`src/rtl/core/bpc_pkg.sv`:
```
// Package for the barometric pressure compensation block.
// Holds field widths, range limits, register indexes and the word types
// passed between the pipeline segments. No dependencies.
`default_nettype none

package bpc_pkg;

  localparam int RAW_W   = 24;
  localparam int COEF_W  = 16;
  localparam int IDX_W   = 3;
  localparam int TEMP_W  = 15;
  localparam int PRESS_W = 17;

  localparam int DT_W   = 25;
  localparam int MUL_W  = 42;
  localparam int SQ_W   = 50;
  localparam int T1_W   = 19;
  localparam int T2_W   = 17;
  localparam int AC_W   = 40;
  localparam int SQT_W  = 35;
  localparam int TC_W   = 21;
  localparam int PROD_W = 64;
  localparam int X_W    = 44;
  localparam int P_W    = 29;

  localparam int T_REF     = 2000;
  localparam int T_LOW     = -1500;
  localparam int TEMP_MIN  = -4000;
  localparam int TEMP_MAX  = 8500;
  localparam int PRESS_MIN = 1000;
  localparam int PRESS_MAX = 120000;

  typedef enum logic [IDX_W-1:0] {
    CFG_SENS     = 3'd0,
    CFG_OFF      = 3'd1,
    CFG_TCS      = 3'd2,
    CFG_TCO      = 3'd3,
    CFG_TREF     = 3'd4,
    CFG_TEMPSENS = 3'd5
  } cfg_idx_t;

  typedef struct packed {
    logic [COEF_W-1:0] sens;
    logic [COEF_W-1:0] off;
    logic [COEF_W-1:0] tcs;
    logic [COEF_W-1:0] tco;
    logic [COEF_W-1:0] tref;
    logic [COEF_W-1:0] tempsens;
  } cfg_t;

  typedef struct packed {
    logic [RAW_W-1:0] raw_pressure;
    logic [RAW_W-1:0] raw_temp;
  } raw_t;

  typedef struct packed {
    logic [RAW_W-1:0]       d1;
    logic signed [T1_W-1:0] temp1;
    logic [T2_W-1:0]        t2;
    logic signed [AC_W-1:0] off1;
    logic signed [AC_W-1:0] sens1;
  } front_t;

  typedef struct packed {
    logic [RAW_W-1:0]       d1;
    logic signed [TC_W-1:0] temp;
    logic signed [AC_W-1:0] off;
    logic signed [AC_W-1:0] sens;
  } corr_t;

  typedef struct packed {
    logic signed [TEMP_W-1:0] temp_centi;
    logic [PRESS_W-1:0]       press_centi;
    logic                     clipped;
  } res_t;

endpackage

`default_nettype wire

```
`src/rtl/core/bpc_front.sv`:
```
// Front pipeline segment: temperature delta, coefficient products and
// first-order temperature, offset and sensitivity. Depends on bpc_pkg.
`default_nettype none

module bpc_front import bpc_pkg::*; (
  input  wire logic   clk,
  input  wire logic   rst_n,
  input  wire cfg_t   cfg,
  input  wire logic   in_valid,
  output logic        in_ready,
  input  wire raw_t   in_word,
  output logic        out_valid,
  input  wire logic   out_ready,
  output front_t      out_word
);

  localparam int NST = 3;

  logic [NST-1:0] v_r;
  logic [NST-1:0] adv;

  logic [RAW_W-1:0]       d1_a_r;
  logic signed [DT_W-1:0] dt_a_r;

  logic [RAW_W-1:0]        d1_b_r;
  logic signed [MUL_W-1:0] mt_b_r;
  logic signed [MUL_W-1:0] mtco_b_r;
  logic signed [MUL_W-1:0] mtcs_b_r;
  logic signed [SQ_W-1:0]  sq_b_r;

  logic signed [MUL_W-1:0] mt_adj;
  logic signed [MUL_W-1:0] mtco_adj;
  logic signed [MUL_W-1:0] mtcs_adj;
  logic signed [T1_W-1:0]  tq;
  logic signed [34:0]      off_div;
  logic signed [33:0]      sens_div;
  front_t                  c_nxt;
  front_t                  c_r;

  always_comb begin
    adv[NST-1] = !v_r[NST-1] || out_ready;
    for (int i = NST - 2; i >= 0; i--) begin
      adv[i] = !v_r[i] || adv[i+1];
    end
  end

  assign in_ready  = adv[0];
  assign out_valid = v_r[NST-1];
  assign out_word  = c_r;

  always_ff @(posedge clk) begin
    if (!rst_n) begin
      v_r <= '0;
    end else begin
      if (adv[0]) begin
        v_r[0] <= in_valid;
      end
      for (int i = 1; i < NST; i++) begin
        if (adv[i]) begin
          v_r[i] <= v_r[i-1];
        end
      end
    end
  end

  always_ff @(posedge clk) begin
    if (adv[0]) begin
      d1_a_r <= in_word.raw_pressure;
      dt_a_r <= $signed({1'b0, in_word.raw_temp}) - $signed({1'b0, cfg.tref, 8'd0});
    end
    if (adv[1]) begin
      d1_b_r   <= d1_a_r;
      mt_b_r   <= dt_a_r * $signed({1'b0, cfg.tempsens});
      mtco_b_r <= dt_a_r * $signed({1'b0, cfg.tco});
      mtcs_b_r <= dt_a_r * $signed({1'b0, cfg.tcs});
      sq_b_r   <= dt_a_r * dt_a_r;
    end
    if (adv[2]) begin
      c_r <= c_nxt;
    end
  end

  always_comb begin
    mt_adj   = mt_b_r + (mt_b_r[MUL_W-1] ? 42'sd8388607 : 42'sd0);
    mtco_adj = mtco_b_r + (mtco_b_r[MUL_W-1] ? 42'sd127 : 42'sd0);
    mtcs_adj = mtcs_b_r + (mtcs_b_r[MUL_W-1] ? 42'sd255 : 42'sd0);
    tq       = mt_adj[MUL_W-1:23];
    off_div  = mtco_adj[MUL_W-1:7];
    sens_div = mtcs_adj[MUL_W-1:8];

    c_nxt.d1    = d1_b_r;
    c_nxt.temp1 = tq + T1_W'(T_REF);
    c_nxt.t2    = sq_b_r[47:31];
    c_nxt.off1  = $signed({8'd0, cfg.off, 16'd0}) + {{5{off_div[34]}}, off_div};
    c_nxt.sens1 = $signed({9'd0, cfg.sens, 15'd0}) + {{6{sens_div[33]}}, sens_div};
  end

endmodule

`default_nettype wire

```
`config.mk`:
```
export PLATFORM = sky130hd
export DESIGN_NAME = bpc_front
export DESIGN_NICKNAME = d
export VERILOG_FILES = /design/src/rtl/core/bpc_pkg.sv /design/src/rtl/core/bpc_front.sv
export SDC_FILE = /design/constraint.sdc
export NUM_CORES = 2
export LEC_CHECK = 0
export ABC_AREA = 1
export ABC_CLOCK_PERIOD_IN_PS = 20700
export BUFFER_PORTS_ARGS = -buffer_cell sky130_fd_sc_hd__buf_2
export CELL_PAD_IN_SITES_DETAIL_PLACEMENT = 0
export CELL_PAD_IN_SITES_GLOBAL_PLACEMENT = 1
export CORE_MARGIN = 2
export CORE_UTILIZATION = 40
export CTS_CLUSTER_SIZE = 14
export DETAILED_ROUTE_END_ITERATION = 10
export MAX_ROUTING_LAYER = met4
export PLACE_DENSITY_LB_ADDON = 0.1
export SYNTH_ARGS = -nofsm -noshare
export SYNTH_HDL_FRONTEND = slang
export SYNTH_SLANG_ARGS = --single-unit
```
`constraint.sdc`:
```
create_clock -name clk -period 20.7 [get_ports clk]
set_input_delay 3.105 -clock clk [delete_from_list [all_inputs] [get_ports clk]]
set_output_delay 3.105 -clock clk [all_outputs]
set_load 0.05 [all_outputs]
```
Word-level counts from Yosys, hierarchy flattened
Index checks and enable logic that the tools add are counted.
Storage, ports and cells
  bits of input ports: 148
  word-level logic and storage cells: 35
  flip-flop bits (word level): 390
  output and inout bits: 142
Operators by class
  mux-type cells: 3
  reductions and logical operators: 6
  multiply operators: 4
  add/subtract/negate cells: 7
Operators by type and width (number)
  $mul 25x17->42: 3
  $mul 25x25->48: 1
  $add 42x24->42: 1
  $add 42x8->42: 1
  $add 42x9->42: 1
  $add 33x35->36: 1
  $add 32x34->35: 1
  $sub 24x24->25: 1
  $mux 23: 1
  $add 19x12->19 const B: 1
  $mux 8: 1
  $mux 7: 1
  $logic_not 1->1: 3
  $logic_or 1x1->1: 3

Logic depth before layout (Yosys ltp)
  depth in word-level cells: 4
  mapped depth: 30
  depth with buffers taken out: 28

Least setup slack after synthesis
Ideal clock, no wire load.
  path type: input port to output port
  from: in out_ready
  to: out in_ready
  data required time: 17.595 ns
  arrival time: 7.732 ns
  path buffers: 0
  stages on the path: 4
  path slack: 9.863 ns
  cell sequence: inv_1 -> nand2_1 -> nor2_1 -> nand2_1
On the way
  longest elaborated chain between the ends: 3
Ends and longest elaborated chain
  start: declaration: line bpc_front.sv:13  | input wire logic out_ready,
  $logic_or 1x1->1: line bpc_front.sv:41  | adv[NST-1] = !v_r[NST-1] || out_ready;
  net adv[2]: line bpc_front.sv:20  | logic [NST-1:0] adv;
  $logic_or 1x1->1 (2 in series): line bpc_front.sv:43  | adv[i] = !v_r[i] || adv[i+1];
  end: declaration: line bpc_front.sv:10  | output logic in_ready,
The timed path passes the listed nets, and every way through them passes these cells.

Worst setup path in the final report
  from: in cfg[2] (netlist name)
  to: reg mt_b_r[40] (data pin)
On the way
  longest elaborated chain between the ends: 1
Ends and longest elaborated chain
  start: declaration: line bpc_front.sv:8  | input wire cfg_t cfg,
  $mul 25x17->42: line bpc_front.sv:73  | mt_b_r <= dt_a_r * $signed({1'b0, cfg.tempsens});
  end signal: assignment: line bpc_front.sv:73
  end: declaration: line bpc_front.sv:26  | logic signed [MUL_W-1:0] mt_b_r;
Every way passes these cells.
A chain may end at the register's enable or synchronous reset.

==> impl_metrics.toml <==
[logic_synthesis]
yosysMostFrequentCell = "inv_1"
synth_compound_gate_area_share = 0.0412
yosysWarnings = 0
synth.distinct_cells = 59
yosysTopAreaCell = "fa_1"
async_flop_share = 0
yosys-mux-area-fraction = 0
synth_top_family_by_area = "adder cells"
ys_seq_area_frac = 0.127
synth_simple_gate_area_share = 0.139
synth_area_leaders = "fa_1 43%, inv_1 14%, edfxtp_1 13%"
synth_fp_nets = 12200
synth_adder_area_share = 0.511
synth_xor_area_frac = 0.0286
ys_seq_elements = 350
synth.avg_cell_area_um2 = 8.49
yosys.area.top_type_share = 0.429
synth_common_cells = "2987 x inv_1, 2185 x nand2_1, 1766 x fa_1"
synthesis.instances = 9711
syn_area_um2 = 82400
ys.flop_type = "edfxtp_1"
synth_edf_count = 347

[drt]
vias_per_cell = 4.72
postRouteAntennaNets = 0
drtIter0Drc = 2876
drc = 0
num_vias = 59000
wire_per_inst_um = 17.6
first_pass_iters = 6
wl_um = 219000

[die]
die_w_um = 458
core_area_um2 = 205000
initial_utilization = 0.402
io_pins = 290
rows = 166
die_y_um = 458
die_area_um2 = 210000

[placement]
finalWeightedCongestion = 0.892
placed_area_um2 = 86300
port_buffers = 289
dp_hpwl_um = 178000

[global_route]
grtUsageTotal = 0.224
grt_pass1_vias = 65700
overflow = 0
antenna_found_initial = 7
grt_max_degree = 86
grt_pass1_wl_um = 361000

[timing]
period_minus_slack_ns = 8.74
setup_tns_ns = 0
setup_viol = 0
fin_crit_sh = 0.422
slew_viol_final = 0
tightest_slew_ns = 1.01
relSlewSlack = 0.327
hold_viol_final = 0
skew_ns = 0.0433
rsz0062_at_grt = "false"
fmax_ghz = 0.114

[hold_path]
holdPathStages = 0
worstHoldPathType = "flip-flop to flip-flop"

[job]
max_cap_violations = 0

[finish]
multi_input_area_um2 = 59300
area_growth_syn_to_layout_pct = 6.76
drive_gt1_frac = 0.0526
fin_nets = 12200
design_area_um2 = 88000
area.sequential_um2 = 10500
nFillCells = 20800

[clock_network]
post_cts_buffers = 0
path_clk_slew_ns = 0.06
cts_buffers = 49
cts_resized = 0
cts_root_buffer = "clkbuf_16"
ctsHoldBuffers = 0
clock_sinks = 350
htree_levels = 2
clk_latency_ns = 0.69
clk_path_buf_depth = 3
cts_tree = "built"

[worst_setup_path]
cp.arrival_ns = 9.16
worst_path_max_delay_cell = "fa_1"
reg2reg_depth = 24
path_class = "primary input to flip-flop"
crit_path_frequent_cell = "fa_1"
max_stage_delay_ns = 0.81
crit_path_cell_trace = "buf_2 -> nand2_1 -> inv_1 -> fa_1 -> fa_1 -> inv_1 -> fa_1 -> fa_1 -> fa_1 -> fa_1 -> inv_1 -> ha_1 -> nand2_1 -> nor2_1 -> inv_1 -> nor4_1 -> nand4_1 -> nand3_1 -> xor2_1"
crit_fanout = 25
critPathRequiredTime_ns = 21.12
endpoint_kind = "flip-flop"
startpoint_type = "primary input"

[status]
status = "completed"
[through the flow]
step	cells	hold slack, ns	setup slack (ns)	util
floorplan	9711	0.400	9.86	-
global placement	12400	0.401	11.24	0.422
detailed placement	12400	0.405	11.14	0.422
CTS	12500	0.419	11.90	0.430
global route	12500	0.423	11.58	0.430
finish	12500	0.416	11.96	0.430
[final timing paths]
| check | to | slack, ns | startpoint |
|---|---|---|---|
| worst max-delay path | mt_b_r[40] | 11.96 | cfg[2] |
| worst min-delay path | d1_b_r[18] | 0.42 | d1_a_r[18] |
| worst max register to register | sq_b_r[44] | 12.36 | dt_a_r[24] |
| worst min register to register | d1_b_r[18] | 0.42 | d1_a_r[18] |
[flip-flops by register name (all words and copies together) (netlist names)]
| register | cells |
|---|---|
| d1_a_r | 24 |
| d1_b_r | 24 |
| dt_a_r | 25 |
| mt_b_r | 42 |
| mtco_b_r | 42 |
| mtcs_b_r | 42 |
| out_word | 131 |
| sq_b_r | 17 |
| v_r | 3 |
[metal layers]
layer  GRT usage  share of wire
met4      0.0412          0.018
met5           -              0
met1       0.293           0.45
met3      0.0223          0.037
met2       0.381           0.49
[cell type report]
type                       instances  area share
sequential                       350       0.119
timing repair buffer             351      0.0219
clock buffer                      53      0.0141
tap                             2688      0.0382
antenna                            3   0.0000853
multi-input combinational       6010       0.674
inverter                        2996       0.128
clock inverter                    38     0.00442
[critical path: cells and delay by family]
kind                       cells  cell delay [ns]
and+or+nand+nor                6             1.37
adders and majority gates      7             3.60
buffers and inverters          5             0.94
xor gates and xnor gates       1             0.09
[kinds of logic (layout without fill, tap and decap cells)]
group	after synthesis	after routing
fa+ha+maj	2305	2305
simple gates	2848	2848
other cells	0	3
compound gates	588	588
xor+xnor	269	269
flops	350	350
buf+inv	3351	3438
[placed cells by master (no fill, tap or decap), types with 6 or more instances in the layout]
master,Yosys,final
nor2_2,10,10
clkbuf_16,0,49
nor3_2,9,9
a31oi_1,43,43
edfxtp_1,347,347
buf_2,1,289
clkinv_1,1,10
nor3_1,44,44
o21a_1,14,14
nand3b_1,6,6
buf_4,11,61
fa_1,1766,1766
clkinv_2,1,9
o21bai_1,30,30
xnor2_1,88,88
and3_1,9,9
a21boi_0,9,9
a21o_1,31,31
nand4_1,57,57
nand3_1,113,113
nor2_1,345,345
o211ai_1,13,13
a21oi_1,286,286
o21ai_1,7,7
o221ai_1,9,9
nand2_1,2185,2183
nand3_2,7,7
ha_1,539,539
xor2_1,181,181
nor4_1,19,19
o31ai_1,6,6
nand2_2,19,19
inv_2,7,7
nor2_4,6,6
o21ai_0,110,110
inv_6,0,6
inv_1,2987,2986
Power is not shown: default switching activity piles up to over one toggle a cycle in this logic, so the estimate is an artifact.
