**src/rtl/core/bpc_pkg.sv**
```systemverilog
// Package for the barometric pressure compensation block.
// Holds field widths, range limits, register indexes and the word types
// passed between the pipeline segments. No dependencies.
`default_nettype none

package bpc_pkg;

  localparam int RAW_W   = 24;
  localparam int COEF_W  = 16;
  localparam int IDX_W   = 3;
  localparam int TEMP_W  = 15;
  localparam int PRESS_W = 17;

  localparam int DT_W   = 25;
  localparam int MUL_W  = 42;
  localparam int SQ_W   = 50;
  localparam int T1_W   = 19;
  localparam int T2_W   = 17;
  localparam int AC_W   = 40;
  localparam int SQT_W  = 35;
  localparam int TC_W   = 21;
  localparam int PROD_W = 64;
  localparam int X_W    = 44;
  localparam int P_W    = 29;

  localparam int T_REF     = 2000;
  localparam int T_LOW     = -1500;
  localparam int TEMP_MIN  = -4000;
  localparam int TEMP_MAX  = 8500;
  localparam int PRESS_MIN = 1000;
  localparam int PRESS_MAX = 120000;

  typedef enum logic [IDX_W-1:0] {
    CFG_SENS     = 3'd0,
    CFG_OFF      = 3'd1,
    CFG_TCS      = 3'd2,
    CFG_TCO      = 3'd3,
    CFG_TREF     = 3'd4,
    CFG_TEMPSENS = 3'd5
  } cfg_idx_t;

  typedef struct packed {
    logic [COEF_W-1:0] sens;
    logic [COEF_W-1:0] off;
    logic [COEF_W-1:0] tcs;
    logic [COEF_W-1:0] tco;
    logic [COEF_W-1:0] tref;
    logic [COEF_W-1:0] tempsens;
  } cfg_t;

  typedef struct packed {
    logic [RAW_W-1:0] raw_pressure;
    logic [RAW_W-1:0] raw_temp;
  } raw_t;

  typedef struct packed {
    logic [RAW_W-1:0]       d1;
    logic signed [T1_W-1:0] temp1;
    logic [T2_W-1:0]        t2;
    logic signed [AC_W-1:0] off1;
    logic signed [AC_W-1:0] sens1;
  } front_t;

  typedef struct packed {
    logic [RAW_W-1:0]       d1;
    logic signed [TC_W-1:0] temp;
    logic signed [AC_W-1:0] off;
    logic signed [AC_W-1:0] sens;
  } corr_t;

  typedef struct packed {
    logic signed [TEMP_W-1:0] temp_centi;
    logic [PRESS_W-1:0]       press_centi;
    logic                     clipped;
  } res_t;

endpackage

`default_nettype wire

```
**src/rtl/core/bpc_corr.sv**
```systemverilog
// Second-order correction segment: squares of the cold deltas, offset and
// sensitivity corrections, corrected temperature. Depends on bpc_pkg.
`default_nettype none

module bpc_corr import bpc_pkg::*; (
  input  wire logic   clk,
  input  wire logic   rst_n,
  input  wire logic   in_valid,
  output logic        in_ready,
  input  wire front_t in_word,
  output logic        out_valid,
  input  wire logic   out_ready,
  output corr_t       out_word
);

  localparam int NST = 2;

  logic [NST-1:0] v_r;
  logic [NST-1:0] adv;

  front_t             fr_d_r;
  logic [SQT_W-1:0]   aa_d_r;
  logic [SQT_W-1:0]   bb_d_r;
  logic               lt_d_r;
  logic               ltm_d_r;

  logic signed [T1_W-1:0]   a_dt;
  logic signed [T1_W-1:0]   b_dt;
  logic signed [2*T1_W-1:0] a_sq;
  logic signed [2*T1_W-1:0] b_sq;

  logic [AC_W-1:0] aa5;
  logic [AC_W-1:0] bb7;
  logic [AC_W-1:0] bb11;
  logic [AC_W-1:0] off2;
  logic [AC_W-1:0] sens2;
  corr_t           e_nxt;
  corr_t           e_r;

  always_comb begin
    adv[NST-1] = !v_r[NST-1] || out_ready;
    for (int i = NST - 2; i >= 0; i--) begin
      adv[i] = !v_r[i] || adv[i+1];
    end
  end

  assign in_ready  = adv[0];
  assign out_valid = v_r[NST-1];
  assign out_word  = e_r;

  always_ff @(posedge clk) begin
    if (!rst_n) begin
      v_r <= '0;
    end else begin
      if (adv[0]) begin
        v_r[0] <= in_valid;
      end
      for (int i = 1; i < NST; i++) begin
        if (adv[i]) begin
          v_r[i] <= v_r[i-1];
        end
      end
    end
  end

  always_comb begin
    a_dt = in_word.temp1 - T1_W'(T_REF);
    b_dt = in_word.temp1 - T1_W'(T_LOW);
    a_sq = a_dt * a_dt;
    b_sq = b_dt * b_dt;
  end

  always_ff @(posedge clk) begin
    if (adv[0]) begin
      fr_d_r  <= in_word;
      aa_d_r  <= a_sq[SQT_W-1:0];
      bb_d_r  <= b_sq[SQT_W-1:0];
      lt_d_r  <= in_word.temp1 < T1_W'(T_REF);
      ltm_d_r <= in_word.temp1 < T1_W'(T_LOW);
    end
    if (adv[1]) begin
      e_r <= e_nxt;
    end
  end

  always_comb begin
    aa5   = {5'd0, aa_d_r} + {3'd0, aa_d_r, 2'd0};
    bb7   = {2'd0, bb_d_r, 3'd0} - {5'd0, bb_d_r};
    bb11  = {2'd0, bb_d_r, 3'd0} + {4'd0, bb_d_r, 1'b0} + {5'd0, bb_d_r};
    off2  = (lt_d_r ? (aa5 >> 1) : '0) + (ltm_d_r ? bb7 : '0);
    sens2 = (lt_d_r ? (aa5 >> 2) : '0) + (ltm_d_r ? (bb11 >> 1) : '0);

    e_nxt.d1   = fr_d_r.d1;
    e_nxt.temp = {{(TC_W-T1_W){fr_d_r.temp1[T1_W-1]}}, fr_d_r.temp1}
               - (lt_d_r ? {{(TC_W-T2_W){1'b0}}, fr_d_r.t2} : {TC_W{1'b0}});
    e_nxt.off  = fr_d_r.off1 - $signed(off2);
    e_nxt.sens = fr_d_r.sens1 - $signed(sens2);
  end

endmodule

`default_nettype wire

```
**config.mk**
```make
export PLATFORM = sky130hd
export DESIGN_NAME = bpc_corr
export DESIGN_NICKNAME = d
export VERILOG_FILES = /design/src/rtl/core/bpc_pkg.sv /design/src/rtl/core/bpc_corr.sv
export SDC_FILE = /design/constraint.sdc
export NUM_CORES = 2
export LEC_CHECK = 0
export BUFFER_PORTS_ARGS = -buffer_cell sky130_fd_sc_hd__buf_2
export CORE_MARGIN = 4
export CORE_UTILIZATION = 61
export DETAILED_ROUTE_END_ITERATION = 7
export HOLD_SLACK_MARGIN = 0.12
export PLACE_DENSITY_LB_ADDON = 0.15
export SLEW_MARGIN = 20
export SYNTH_ARGS = -nofsm -noshare
export SYNTH_HDL_FRONTEND = slang
export SYNTH_SLANG_ARGS = --single-unit
```
**constraint.sdc**
```tcl
create_clock -name clk -period 25.4 [get_ports clk]
set_input_delay 2.54 -clock clk [delete_from_list [all_inputs] [get_ports clk]]
set_output_delay 2.54 -clock clk [all_outputs]
set_load 0.02 [all_outputs]
```
### Word-level counts from Yosys, hierarchy flattened

Index checks and enable logic that the tools add are counted.

| storage, ports and cells | value |
|---|---|
| word-level logic and storage cells | 39 |
| bits in registers | 339 |
| output and inout port bits | 127 |
| input bits | 144 |

| operators by class | value |
|---|---|
| $mul | 2 |
| multiplexer cells | 5 |
| reductions and logical operators | 4 |
| add/subtract/negate cells | 11 |
| magnitude comparators | 2 |

Operators by type and width:

| kind | count |
|---|---|
| subtractor 40 bit | 2 |
| multiplier 19 x 19 -> 35 bit | 2 |
| adder 36 x 39 -> 40 bit | 1 |
| adder 37 x 40 -> 40 bit | 1 |
| adder 39 x 35 -> 40 bit | 1 |
| two-way mux 40 bit | 1 |
| adder 38 x 36 -> 39 bit | 1 |
| two-way mux 39 bit | 1 |
| subtractor 38 x 35 -> 39 bit | 1 |
| adder 35 x 37 -> 38 bit | 1 |
| less-than comparator 19 x 12 -> 1 bit, second input constant | 2 |
| subtractor 19 x 12 -> 19 bit, second input constant | 2 |
| two-way mux 37 bit | 1 |
| two-way mux 36 bit | 1 |
| subtractor 19 x 18 -> 20 bit | 1 |
| two-way mux 17 bit | 1 |
| zero test 1 bit | 2 |
| logical OR 1 bit | 2 |

### Logic depth before layout (Yosys ltp)

| logic depth | value |
|---|---|
| word-level depth | 5 |
| gate-level depth with buffers | 36 |
| mapped depth without buffers | 34 |

### Worst setup path after synthesis

OpenSTA, ideal clock, no wires.

| path | value |
|---|---|
| kind | input to register |
| from | input in_word[101] in the netlist's numbering |
| to | register bb_d_r[34], data pin |
| slack | 14.347 ns |
| setup time | 0.259 ns |
| stages on the path | 35 |
| required time | 25.141 ns |
| path buffers | 3 |
| arrival time | 10.794 ns |
| cell sequence | clkbuf_1 > inv_1 > clkbuf_1 > ha_1 > a21o_1 > o41ai_1 > nand2b_1 > nand3_1 > nor2_1 > xnor2_1 > inv_1 > clkbuf_1 > nand2_1 > fa_1 > inv_1 > fa_1 > inv_1 > fa_1 > inv_1 > fa_1 > fa_1 > fa_1 > inv_1 > fa_1 > inv_1 > ha_1 > a21o_1 > a2111oi_0 > o21ai_0 > or3_1 > o21bai_1 > nor3_1 > nor3_1 > a21oi_1 > xnor2_1 |

| between the ends | value |
|---|---|
| cells in the longest elaborated chain, start to end | 2 |

Ends and longest elaborated chain:

| what | line | RTL |
|---|---|---|
| start: declaration | bpc_corr.sv:10 | `input wire front_t in_word,` |
| subtractor 19 x 12 -> 19 bit | bpc_corr.sv:68 | `b_dt = in_word.temp1 - T1_W'(T_LOW);` |
| multiplier 19 x 19 -> 35 bit | bpc_corr.sv:70 | `b_sq = b_dt * b_dt;` |
| via b_sq[34] | bpc_corr.sv:30 | `logic signed [2*T1_W-1:0] b_sq;` |
| end signal: assignment | bpc_corr.sv:77 | `bb_d_r <= b_sq[SQT_W-1:0];` |
| end: declaration | bpc_corr.sv:23 | `logic [SQT_W-1:0] bb_d_r;` |

The timed path passes the listed nets, and every way through them passes these cells.
A chain may end at the register's enable or synchronous reset.

### Worst setup path after layout

Ends and elaborated chain as after synthesis.

==> flow_summary.toml <==
[floorplan]
die_height_microns = 280
io_pins = 271
initial_utilization_pct = 61.6
design.die.area_sq_um = 78200
floorplan.rows = 99
die_w_microns = 280
coreArea_sq_um = 73100

[clock_network]
ctsResizeCount = 0
clockBufferDepth = 3
cts_setup_buffers = 0
clock_latency_ns = 0.56
cts_tree = "yes"
cts_made_buffers = 37
clkTransAtPathRegs_ns = 0.06
cts-root-buf = "clkbuf_16"
cts_hold_repair.buffers = 0
cts_sinks = 333
htreeDepth = 2

[final_layout]
drive_above_1_share_pct = 8.80
fin_nets = 5993
area_delta_synth_final_pct = 8.49
post-route-cell-area_sq_um = 48800

[timing]
hold-worst-slack_ns = 0.417
tns_ns = 0
hold_violations = 0
setup_viol = 0
fmax_mhz = 84.2
rsz0062_at_grt = "false"
maxSlewHeadroom_pct = 33.9
post-route-min-period_ns = 11.87
skew_ns = 0.0272
finalCritPeriodShare_pct = 46.8
max_slew.worst_pin.slew_ns = 0.987
slew_violations = 0
worst_slack_ns = 13.53

[setup_path]
crit_required_ns = 25.69
critical_path.endpoint_type = "register"
crit_path_frequent_cell = "fa_1"
arrival_ns = 12.16
path_buf_inv = 6
reg2reg_depth = 25
critical_path_class = "in -> reg"
path_delay_family = "adder cells"
cp_max_fo = 20
crit_cells = 29
max_stage_delay_ns = 0.81
slowest_stage = "fa_1"
startpoint_type = "primary input"

[drt]
wl_per_cell_microns = 19.3
drt_iter0_markers = 2259
viasPerCell = 5.62
vias = 31900
first_pass_iters = 6
wl_microns = 110000
drc = 0
ant_nets = 0

[yosys]
avgSynthCellArea_sq_um = 10.2
synth_top_area_cell = "fa_1"
synth_xor_area_share_pct = 5.72
synth.cell_area_sq_um = 45000
synth_common_cells = "inv_1 (916), fa_1 (731), ha_1 (430)"
ys_types = 79
synth-simple-area-share_pct = 9.06
synth_ff_type = "edfxtp_1"
synth_top_cell_area_share_pct = 32.5
ys_top_cells_by_area = "fa_1 (33%), edfxtp_1 (22%), ha_1 (12%)"
ys_seq_elements = 333
synth_edf_count = 331
synth_top_family_by_area = "adder cells"
synth_cells = 4421
synthAdderAreaFrac_pct = 44.5
synth_compound_area_share_pct = 9.98
yosys_warnings = 0
async_flop_share_pct = 0
syn_nets = 5726
synth.most_common_cell = "inv_1"
synthMuxAreaShare_pct = 0.117
yosysSeqAreaShare_pct = 22.2

[worst_hold_path]
hold_class = "reg -> reg"
hold_depth = 0

[status]
outcome = "finished, final reports clean"

[place]
dp.final_hpwl_microns = 90700
pre_cts_slack_ns = 13.08
dpl_cell_area_sq_um = 47600
routabilityCongestion = 0.954
port_buffers = 270

[global_routing]
grt_max_degree = 78
grt_antenna_before_repair = 6
grtUsageTotal_pct = 28.8
overflow = 0
grt_first_pass_wirelength_microns = 177000
grt_pass1_vias = 33700

[run]
drv_cap = 0
[flip-flops by register name, indices dropped and copies added, names as in the netlist]
signal,cells
fr_d_r,116
ltm_d_r,1
v_r,2
out_word,124
aa_d_r,33
bb_d_r,32
lt_d_r,1
e_nxt,24
[worst paths after layout]
| kind | from | slack [ns] | end |
|---|---|---|---|
| min | e_nxt[108] | 0.42 | out_word[108] |
| max reg2reg | aa_d_r[2] | 18.39 | out_word[39] |
| min reg2reg | e_nxt[108] | 0.42 | out_word[108] |
| max | in_word[101] | 13.53 | bb_d_r[34] |
[per-stage QoR]
stage | util [%] | std cells
2_1_floorplan | - | 4421
3_3_place_gp | 65.2 | 5608
3_5_place_dp | 65.2 | 5608
6_report | 66.8 | 5679
5_1_grt | 66.8 | 5675
4_1_cts | 66.8 | 5675
[layout make-up]
| type | count | area, sq um |
|---|---|---|
| Clock buffer | 51 | 1050 |
| Antenna cell | 4 | 10.0 |
| Sequential cell | 333 | 9980 |
| Inverter | 927 | 3480 |
| Timing Repair Buffer | 315 | 1690 |
| Clock inverter | 16 | 139 |
| Fill cell | 5871 | 24300 |
| Tap cell | 959 | 1200 |
| Multi-Input combinational cell | 3074 | 31300 |
[kinds of logic after synthesis]
group	count (synthesis)
AOI/OAI and AO/OA	688
xor gates and xnor gates	294
adders and majority gates	1161
buffers and inverters	1014
DFF	333
muxes	5
other	1
and+or+nand+nor	925
[worst register-to-register path: cells and delay by family (launching register included)]
family,cells,cell delay (ns)
flip-flops,1,0.56
adder cells (fa/ha/maj),4,1.77
buffers and inverters,1,0.18
AO/OA/AOI/OAI,15,3.60
XOR/XNOR,2,0.24
AND/OR/NAND/NOR,3,0.42
[placed cells by master (no fill, tap or decap), types with 8 or more instances in the layout]
master | Yosys | final
a2111oi_0 | 8 | 8
a211o_1 | 14 | 14
a211oi_1 | 16 | 16
a21boi_0 | 10 | 10
a21o_1 | 114 | 114
a21oi_1 | 212 | 212
a31oi_1 | 18 | 18
and2_1 | 25 | 25
and3_1 | 18 | 18
buf_2 | 2 | 270
buf_4 | 1 | 45
clkbuf_1 | 73 | 9
clkbuf_16 | 0 | 39
edfxtp_1 | 331 | 331
fa_1 | 731 | 731
ha_1 | 430 | 430
inv_1 | 916 | 915
nand2_1 | 393 | 392
nand2b_1 | 45 | 45
nand3_1 | 43 | 43
nand4_1 | 18 | 18
nor2_1 | 271 | 271
nor2b_1 | 26 | 26
nor3_1 | 35 | 35
o211ai_1 | 21 | 21
o21a_1 | 34 | 34
o21ai_0 | 114 | 114
o21bai_1 | 31 | 31
o31ai_1 | 14 | 14
or3_1 | 12 | 12
xnor2_1 | 205 | 198
xor2_1 | 89 | 89
[layer usage]
| layer | global-route usage, % | share of wire (%) |
|---|---|---|
| met1 | 38.7 | 42 |
| met2 | 49.2 | 48 |
| met3 | 4.02 | 6.7 |
| met4 | 9.07 | 3.6 |
| met5 | 0 | 0.044 |
Power is not shown: default switching activity piles up to over one toggle a cycle in this logic, so the estimate is an artifact.
