### config.mk
export PLATFORM = sky130hd
export DESIGN_NAME = bpc_press
export DESIGN_NICKNAME = d
export VERILOG_FILES = /design/src/rtl/core/bpc_pkg.sv /design/src/rtl/core/bpc_press.sv
export SDC_FILE = /design/constraint.sdc
export NUM_CORES = 2
export LEC_CHECK = 0
export BUFFER_PORTS_ARGS = -buffer_cell sky130_fd_sc_hd__buf_2
export CAP_MARGIN = 5
export CORE_ASPECT_RATIO = 0.8
export CORE_MARGIN = 2
export CORE_UTILIZATION = 62
export DETAILED_ROUTE_END_ITERATION = 7
export PLACE_DENSITY = 0.86
export SYNTH_ARGS = -nofsm -noshare
export SYNTH_HDL_FRONTEND = slang
export SYNTH_SLANG_ARGS = --single-unit
### constraint.sdc
create_clock -name clk -period 12.2 [get_ports clk]
set_clock_uncertainty 0.1 [all_clocks]
set_input_delay 1.83 -clock clk [delete_from_list [all_inputs] [get_ports clk]]
set_output_delay 1.83 -clock clk [all_outputs]
set_load 0.1 [all_outputs]
### src/rtl/core/bpc_pkg.sv
// Package for the barometric pressure compensation block.
// Holds field widths, range limits, register indexes and the word types
// passed between the pipeline segments. No dependencies.
`default_nettype none

package bpc_pkg;

  localparam int RAW_W   = 24;
  localparam int COEF_W  = 16;
  localparam int IDX_W   = 3;
  localparam int TEMP_W  = 15;
  localparam int PRESS_W = 17;

  localparam int DT_W   = 25;
  localparam int MUL_W  = 42;
  localparam int SQ_W   = 50;
  localparam int T1_W   = 19;
  localparam int T2_W   = 17;
  localparam int AC_W   = 40;
  localparam int SQT_W  = 35;
  localparam int TC_W   = 21;
  localparam int PROD_W = 64;
  localparam int X_W    = 44;
  localparam int P_W    = 29;

  localparam int T_REF     = 2000;
  localparam int T_LOW     = -1500;
  localparam int TEMP_MIN  = -4000;
  localparam int TEMP_MAX  = 8500;
  localparam int PRESS_MIN = 1000;
  localparam int PRESS_MAX = 120000;

  typedef enum logic [IDX_W-1:0] {
    CFG_SENS     = 3'd0,
    CFG_OFF      = 3'd1,
    CFG_TCS      = 3'd2,
    CFG_TCO      = 3'd3,
    CFG_TREF     = 3'd4,
    CFG_TEMPSENS = 3'd5
  } cfg_idx_t;

  typedef struct packed {
    logic [COEF_W-1:0] sens;
    logic [COEF_W-1:0] off;
    logic [COEF_W-1:0] tcs;
    logic [COEF_W-1:0] tco;
    logic [COEF_W-1:0] tref;
    logic [COEF_W-1:0] tempsens;
  } cfg_t;

  typedef struct packed {
    logic [RAW_W-1:0] raw_pressure;
    logic [RAW_W-1:0] raw_temp;
  } raw_t;

  typedef struct packed {
    logic [RAW_W-1:0]       d1;
    logic signed [T1_W-1:0] temp1;
    logic [T2_W-1:0]        t2;
    logic signed [AC_W-1:0] off1;
    logic signed [AC_W-1:0] sens1;
  } front_t;

  typedef struct packed {
    logic [RAW_W-1:0]       d1;
    logic signed [TC_W-1:0] temp;
    logic signed [AC_W-1:0] off;
    logic signed [AC_W-1:0] sens;
  } corr_t;

  typedef struct packed {
    logic signed [TEMP_W-1:0] temp_centi;
    logic [PRESS_W-1:0]       press_centi;
    logic                     clipped;
  } res_t;

endpackage

`default_nettype wire

### src/rtl/core/bpc_press.sv
// Pressure segment: split raw-pressure by sensitivity product, scaling,
// offset removal and saturation of both results. Depends on bpc_pkg.
`default_nettype none

module bpc_press import bpc_pkg::*; (
  input  wire logic  clk,
  input  wire logic  rst_n,
  input  wire logic  in_valid,
  output logic       in_ready,
  input  wire corr_t in_word,
  output logic       out_valid,
  input  wire logic  out_ready,
  output res_t       out_word
);

  localparam int NST = 4;
  localparam logic signed [TC_W-1:0] T_LO = TC_W'(TEMP_MIN);
  localparam logic signed [TC_W-1:0] T_HI = TC_W'(TEMP_MAX);
  localparam logic signed [P_W-1:0]  P_LO = P_W'(PRESS_MIN);
  localparam logic signed [P_W-1:0]  P_HI = P_W'(PRESS_MAX);

  logic [NST-1:0] v_r;
  logic [NST-1:0] adv;

  logic signed [19:0] sens_hi;
  logic [43:0]        plo_f_r;
  logic signed [44:0] phi_f_r;
  logic signed [AC_W-1:0] off_f_r;
  logic [TEMP_W-1:0]  tsat_f_r;
  logic               tclip_f_r;
  logic [TEMP_W-1:0]  tsat_nxt;
  logic               tclip_nxt;

  logic signed [PROD_W-1:0] prod_g_r;
  logic signed [AC_W-1:0]   off_g_r;
  logic [TEMP_W-1:0]        tsat_g_r;
  logic                     tclip_g_r;

  logic signed [PROD_W-1:0] prod_adj;
  logic signed [42:0]       pq;
  logic signed [X_W-1:0]    x_h_r;
  logic [TEMP_W-1:0]        tsat_h_r;
  logic                     tclip_h_r;

  logic signed [X_W-1:0] x_adj;
  logic signed [P_W-1:0] p;
  res_t                  res_nxt;
  res_t                  res_r;

  always_comb begin
    adv[NST-1] = !v_r[NST-1] || out_ready;
    for (int i = NST - 2; i >= 0; i--) begin
      adv[i] = !v_r[i] || adv[i+1];
    end
  end

  assign in_ready  = adv[0];
  assign out_valid = v_r[NST-1];
  assign out_word  = res_r;

  always_ff @(posedge clk) begin
    if (!rst_n) begin
      v_r <= '0;
    end else begin
      if (adv[0]) begin
        v_r[0] <= in_valid;
      end
      for (int i = 1; i < NST; i++) begin
        if (adv[i]) begin
          v_r[i] <= v_r[i-1];
        end
      end
    end
  end

  always_comb begin
    sens_hi   = in_word.sens[AC_W-1:20];
    tsat_nxt  = in_word.temp[TEMP_W-1:0];
    tclip_nxt = 1'b0;
    if (in_word.temp < T_LO) begin
      tsat_nxt  = T_LO[TEMP_W-1:0];
      tclip_nxt = 1'b1;
    end else if (in_word.temp > T_HI) begin
      tsat_nxt  = T_HI[TEMP_W-1:0];
      tclip_nxt = 1'b1;
    end
  end

  always_comb begin
    prod_adj = prod_g_r + (prod_g_r[PROD_W-1] ? 64'sd2097151 : 64'sd0);
    pq       = prod_adj[PROD_W-1:21];
    x_adj    = x_h_r + (x_h_r[X_W-1] ? 44'sd32767 : 44'sd0);
    p        = x_adj[X_W-1:15];

    res_nxt.temp_centi  = tsat_h_r;
    res_nxt.press_centi = p[PRESS_W-1:0];
    res_nxt.clipped     = tclip_h_r;
    if (p < P_LO) begin
      res_nxt.press_centi = P_LO[PRESS_W-1:0];
      res_nxt.clipped     = 1'b1;
    end else if (p > P_HI) begin
      res_nxt.press_centi = P_HI[PRESS_W-1:0];
      res_nxt.clipped     = 1'b1;
    end
  end

  always_ff @(posedge clk) begin
    if (adv[0]) begin
      plo_f_r   <= in_word.d1 * in_word.sens[19:0];
      phi_f_r   <= $signed({1'b0, in_word.d1}) * sens_hi;
      off_f_r   <= in_word.off;
      tsat_f_r  <= tsat_nxt;
      tclip_f_r <= tclip_nxt;
    end
    if (adv[1]) begin
      prod_g_r  <= {phi_f_r[43:0], 20'd0} + {20'd0, plo_f_r};
      off_g_r   <= off_f_r;
      tsat_g_r  <= tsat_f_r;
      tclip_g_r <= tclip_f_r;
    end
    if (adv[2]) begin
      x_h_r     <= {pq[42], pq} - {{(X_W-AC_W){off_g_r[AC_W-1]}}, off_g_r};
      tsat_h_r  <= tsat_g_r;
      tclip_h_r <= tclip_g_r;
    end
    if (adv[3]) begin
      res_r <= res_nxt;
    end
  end

endmodule

`default_nettype wire

# After elaboration in Yosys (flattened, before gate mapping)
# Index checks and enable logic that the tools add are counted.
# totals
reg_bits	361
elab_cells	46
# classes
n_reduce_logical	10
add_sub_neg	4
multipliers	2
n_lt_le_gt_ge	4
n_mux	5
# op_table
op	count
$add A64 B22 Y64	1
$add A64 B44 Y64	1
$add A44 B16 Y44	1
$mul A24 B20 Y44	1
$mul A25 B20 Y44	1
$sub A43 B40 Y44	1
$mux W15	2
$gt A29 B18 Y1 const B	1
$lt A29 B11 Y1 const B	1
$gt A21 B15 Y1 const B	1
$lt A21 B13 Y1 const B	1
$mux W21	1
$mux W18	1
$logic_not A1 Y1	4
$logic_or A1 B1 Y1	4
$reduce_or A2 Y1	2
$mux W1	1

# Depth between registers and ports, before layout
# depth
depth_word	5
depth_mapped	27
mapped_depth_nobuf	26

# Worst setup path after synthesis
# No wires, ideal clock.
# synth_timing
path_type	input to register
start	input port in_word[102] (netlist name)
end	register plo_f_r[42], data pin
path_stages	23
n_path_buf	1
t_required_ns	11.842
slack_ns	3.811
t_arrival_ns	8.032
setup_ns	0.258
cell_sequence	clkbuf_1 -> nand2_1 -> fa_1 -> fa_1 -> inv_1 -> fa_1 -> fa_1 -> fa_1 -> fa_1 -> inv_1 -> fa_1 -> inv_1 -> ha_1 -> and3_1 -> a221oi_1 -> o21ai_0 -> a21oi_1 -> o21ai_0 -> a211o_1 -> a31oi_1 -> o21ai_0 -> a21oi_1 -> xnor2_1
# synth_between
elab_chain_len	1
# synth_rtl
item	line_no	rtl
start, declared	bpc_press.sv:10	input wire corr_t in_word,
$mul A24 B20 Y44	bpc_press.sv:109	plo_f_r <= in_word.d1 * in_word.sens[19:0];
end signal, assigned	bpc_press.sv:109	
end, declared	bpc_press.sv:26	logic [43:0] plo_f_r;
# No other way between the ends.
# A chain may end at the register's enable or synchronous reset.

# Final worst setup path
# layout_timing
start	input port in_word[108] (netlist name)
end	register phi_f_r[43], data pin
# layout_between
elab_chain_len	1
# layout_rtl
item	line_no	rtl
$mul A25 B20 Y44	bpc_press.sv:110	phi_f_r <= $signed({1'b0, in_word.d1}) * sens_hi;
end signal, assigned	bpc_press.sv:110	
end, declared	bpc_press.sv:27	logic signed [44:0] phi_f_r;
# No other way between the ends.

==> flow_metrics.tcl <==
set metrics [dict create \
    htreeDepth 2 \
    fin_nets 6239 \
    required_ns 12.41 \
    synth_edf_count 357 \
    cts_max_path_buffers 3 \
    synth.yosys.seq_area_share_pct 22.2 \
    drive_gt1_share_pct 5.65 \
    setup_viol 0 \
    grt_pass1_wl_mm 192 \
    maxCapViolCount 0 \
    rsz0062_at_grt "false" \
    synth_area_um2 48600 \
    cp-end-kind "flip-flop" \
    io_pins 164 \
    cts_hold_buf 0 \
    synthXorXnorAreaFrac_pct 3.87 \
    cp_max_fo 40 \
    wl_per_cell_um 19.7 \
    synthMuxAreaShare_pct 0.0412 \
    yosys-top-cells-area "fa_1 32%, edfxtp_1 22%, ha_1 11%" \
    dr.first_iter.drc_count 3331 \
    synth_ff_type "edfxtp_1" \
    coreArea_um2 77400 \
    synth_compound_area_share_pct 6.76 \
    dpl-instance-area_um2 50200 \
    seqCellArea_um2 10800 \
    outcome "finished, final reports clean" \
    globalplace.congestion 0.944 \
    final_area_um2 51600 \
    grt_usage_pct 30.3 \
    fill_cells 5787 \
    start_util_pct 62.8 \
    multi_input_area_um2 33600 \
    synth_adder_area_share_pct 43.4 \
    max_freq_ghz 0.107 \
    port_buffers 163 \
    arrival_ns 9.53 \
    timing.final.crit_share_pct 76.4 \
    drcViolationCount 0 \
    cts_tree "built" \
    firstDrtPassIters 6 \
    grt_overflow 0 \
    die-height_um 255 \
    relSlewSlack_pct 31.0 \
    clock_latency_ns 0.58 \
    hold_class "reg -> reg" \
    drv_slew 0 \
    yosysTopAreaCellShare_pct 32.4 \
    die_w_um 317 \
    finalSetupTns_ns 0 \
    hold_violations 0 \
    tightest_slew_ns 1.04 \
    die_area_um2 80700 \
    synth-async-reset-ratio_pct 0 \
    via_count 34600 \
    cts.clk_slew.worst_paths_ns 0.06 \
    viasPerCell 5.82 \
    yosys_warnings 0 \
    drtAntennaViolNets 0 \
    grt_pass1_vias 36900 \
    areaGrowthSynthToFinish_pct 5.98 \
    synth_area_leader_cell "fa_1" \
    crit_type "in -> reg" \
    synth_cell_types 85 \
    fin_cells 5955 \
    cts.sinks 361 \
    synthesis.nets 6206 \
    synthCells 4860 \
    startpoint "in_word[108]" \
    syn_avg_cell_area_um2 10.0 \
    dp.cells 5875 \
    synth_top_family_by_area "adder cells" \
    hp-start "tsat_f_r[14]" \
    reg2reg_from "prod_g_r[63]" \
    finalCriticalPeriod_ns 9.32 \
    numCtsBuffers 39 \
    clock-root-buffer "clkbuf_16" \
    final_common_cell "inv_1" \
    dp_hpwl_mm 89.9 \
    rows 91 \
    ys_ff_latch 361 \
    final_cell_mix "943 x inv_1, 787 x fa_1, 572 x nand2_1, 478 x and2_1, 430 x ha_1" \
    grt_max_degree 74 \
    drt-total-wl_mm 118 \
    antenna_found_initial 9 \
    holdWs_ns 0.307 \
    worstSetupStartpointType "primary input" \
    ctsResizeCount 0 \
    cts_setup_buffers 0 \
    synthSimpleGateAreaFrac_pct 14.9 \
]
[synth_stat cells (5+ instances only)]
| library cell | instances |
|---|---|
| and3_1 | 41 |
| o21ai_0 | 71 |
| and2_1 | 478 |
| inv_1 | 944 |
| o21a_1 | 35 |
| or3_1 | 7 |
| nor2b_1 | 22 |
| a211oi_1 | 14 |
| and4_1 | 5 |
| nand2b_1 | 40 |
| o211ai_1 | 9 |
| nor3_1 | 27 |
| o2111ai_1 | 6 |
| or2_2 | 6 |
| a21oi_1 | 131 |
| o41ai_1 | 6 |
| xor2_1 | 58 |
| a221oi_1 | 5 |
| clkbuf_1 | 188 |
| nor2_1 | 118 |
| o31ai_1 | 6 |
| nand2_1 | 574 |
| a211o_1 | 9 |
| nand3_1 | 57 |
| xnor2_1 | 157 |
| a21o_1 | 85 |
| fa_1 | 787 |
| ha_1 | 430 |
| a31oi_1 | 23 |
| edfxtp_1 | 357 |
| buf_1 | 5 |
| nand4_1 | 38 |
| o21bai_1 | 22 |
[through the flow]
| stage | utilization [%] | setup slack (ns) |
|---|---|---|
| finish | 66.6 | 2.88 |
| CTS | 66.6 | 3.04 |
| floorplan | - | 3.81 |
| detailed placement | 64.8 | 2.46 |
| global route | 66.6 | 2.57 |
| global placement | 64.8 | 2.70 |
[logic make-up (layout without fill, tap and decap cells)]
| group | count (synthesis) | after routing |
|---|---|---|
| AND/OR/NAND/NOR | 1441 | 1441 |
| AO/OA/AOI/OAI | 486 | 486 |
| other | 0 | 8 |
| adder cells (fa/ha/maj) | 1217 | 1217 |
| XOR/XNOR | 215 | 215 |
| flip-flops | 361 | 361 |
| buffers and inverters | 1138 | 1202 |
| multiplexers | 2 | 2 |
[per-layer routing]
layer	global-route usage, %	up-vias	wire length, µm
met4	8.71	6	3350
li1	-	15300	-
met5	0.718	-	105
met1	40.8	17300	47600
met3	7.13	255	12100
met2	49.3	1705	54300
[registers in the layout (all words and copies together), names as in the netlist]
register / cells
prod_g_r: 64
phi_f_r: 44
plo_f_r: 44
x_h_r: 44
off_f_r: 40
off_g_r: 40
out_word: 33
tsat_f_r: 15
tsat_g_r: 15
tsat_h_r: 15
v_r: 4
tclip_f_r: 1
tclip_g_r: 1
tclip_h_r: 1
[final cells by class]
class | count | area share [%]
Antenna cell | 8 | 0.0388
Clock buffer | 50 | 2.01
Clock inverter | 22 | 0.580
Inverter | 944 | 6.88
Multi-Input combinational cell | 3361 | 65.1
Sequential cell | 361 | 20.9
Tap cell | 1023 | 2.48
Timing Repair Buffer | 186 | 1.92
[path summary, 6_finish.rpt]
check	endpoint	slack, ns	depth (start not counted)
worst max register to register	x_h_r[40]	5.09	21
worst min register to register	tsat_g_r[14]	0.31	0
worst min-delay path	tsat_g_r[14]	0.31	0
worst max-delay path	phi_f_r[43]	2.88	23
[critical path, stage by stage]
cell,delay [ns]
buf_2,0.73
and2_1,0.28
fa_1,0.44
inv_1,0.08
fa_1,0.44
fa_1,0.52
inv_1,0.06
fa_1,0.55
fa_1,0.44
fa_1,0.49
inv_1,0.05
fa_1,0.47
inv_1,0.04
ha_1,0.36
and3_1,0.22
o21ai_0,0.11
o31ai_1,0.60
a21oi_1,0.30
a221oi_1,0.49
o211ai_1,0.26
o31ai_1,0.41
o221a_2,0.28
xnor2_1,0.07
Power is not shown: default switching activity piles up to over one toggle a cycle in this logic, so the estimate is an artifact.
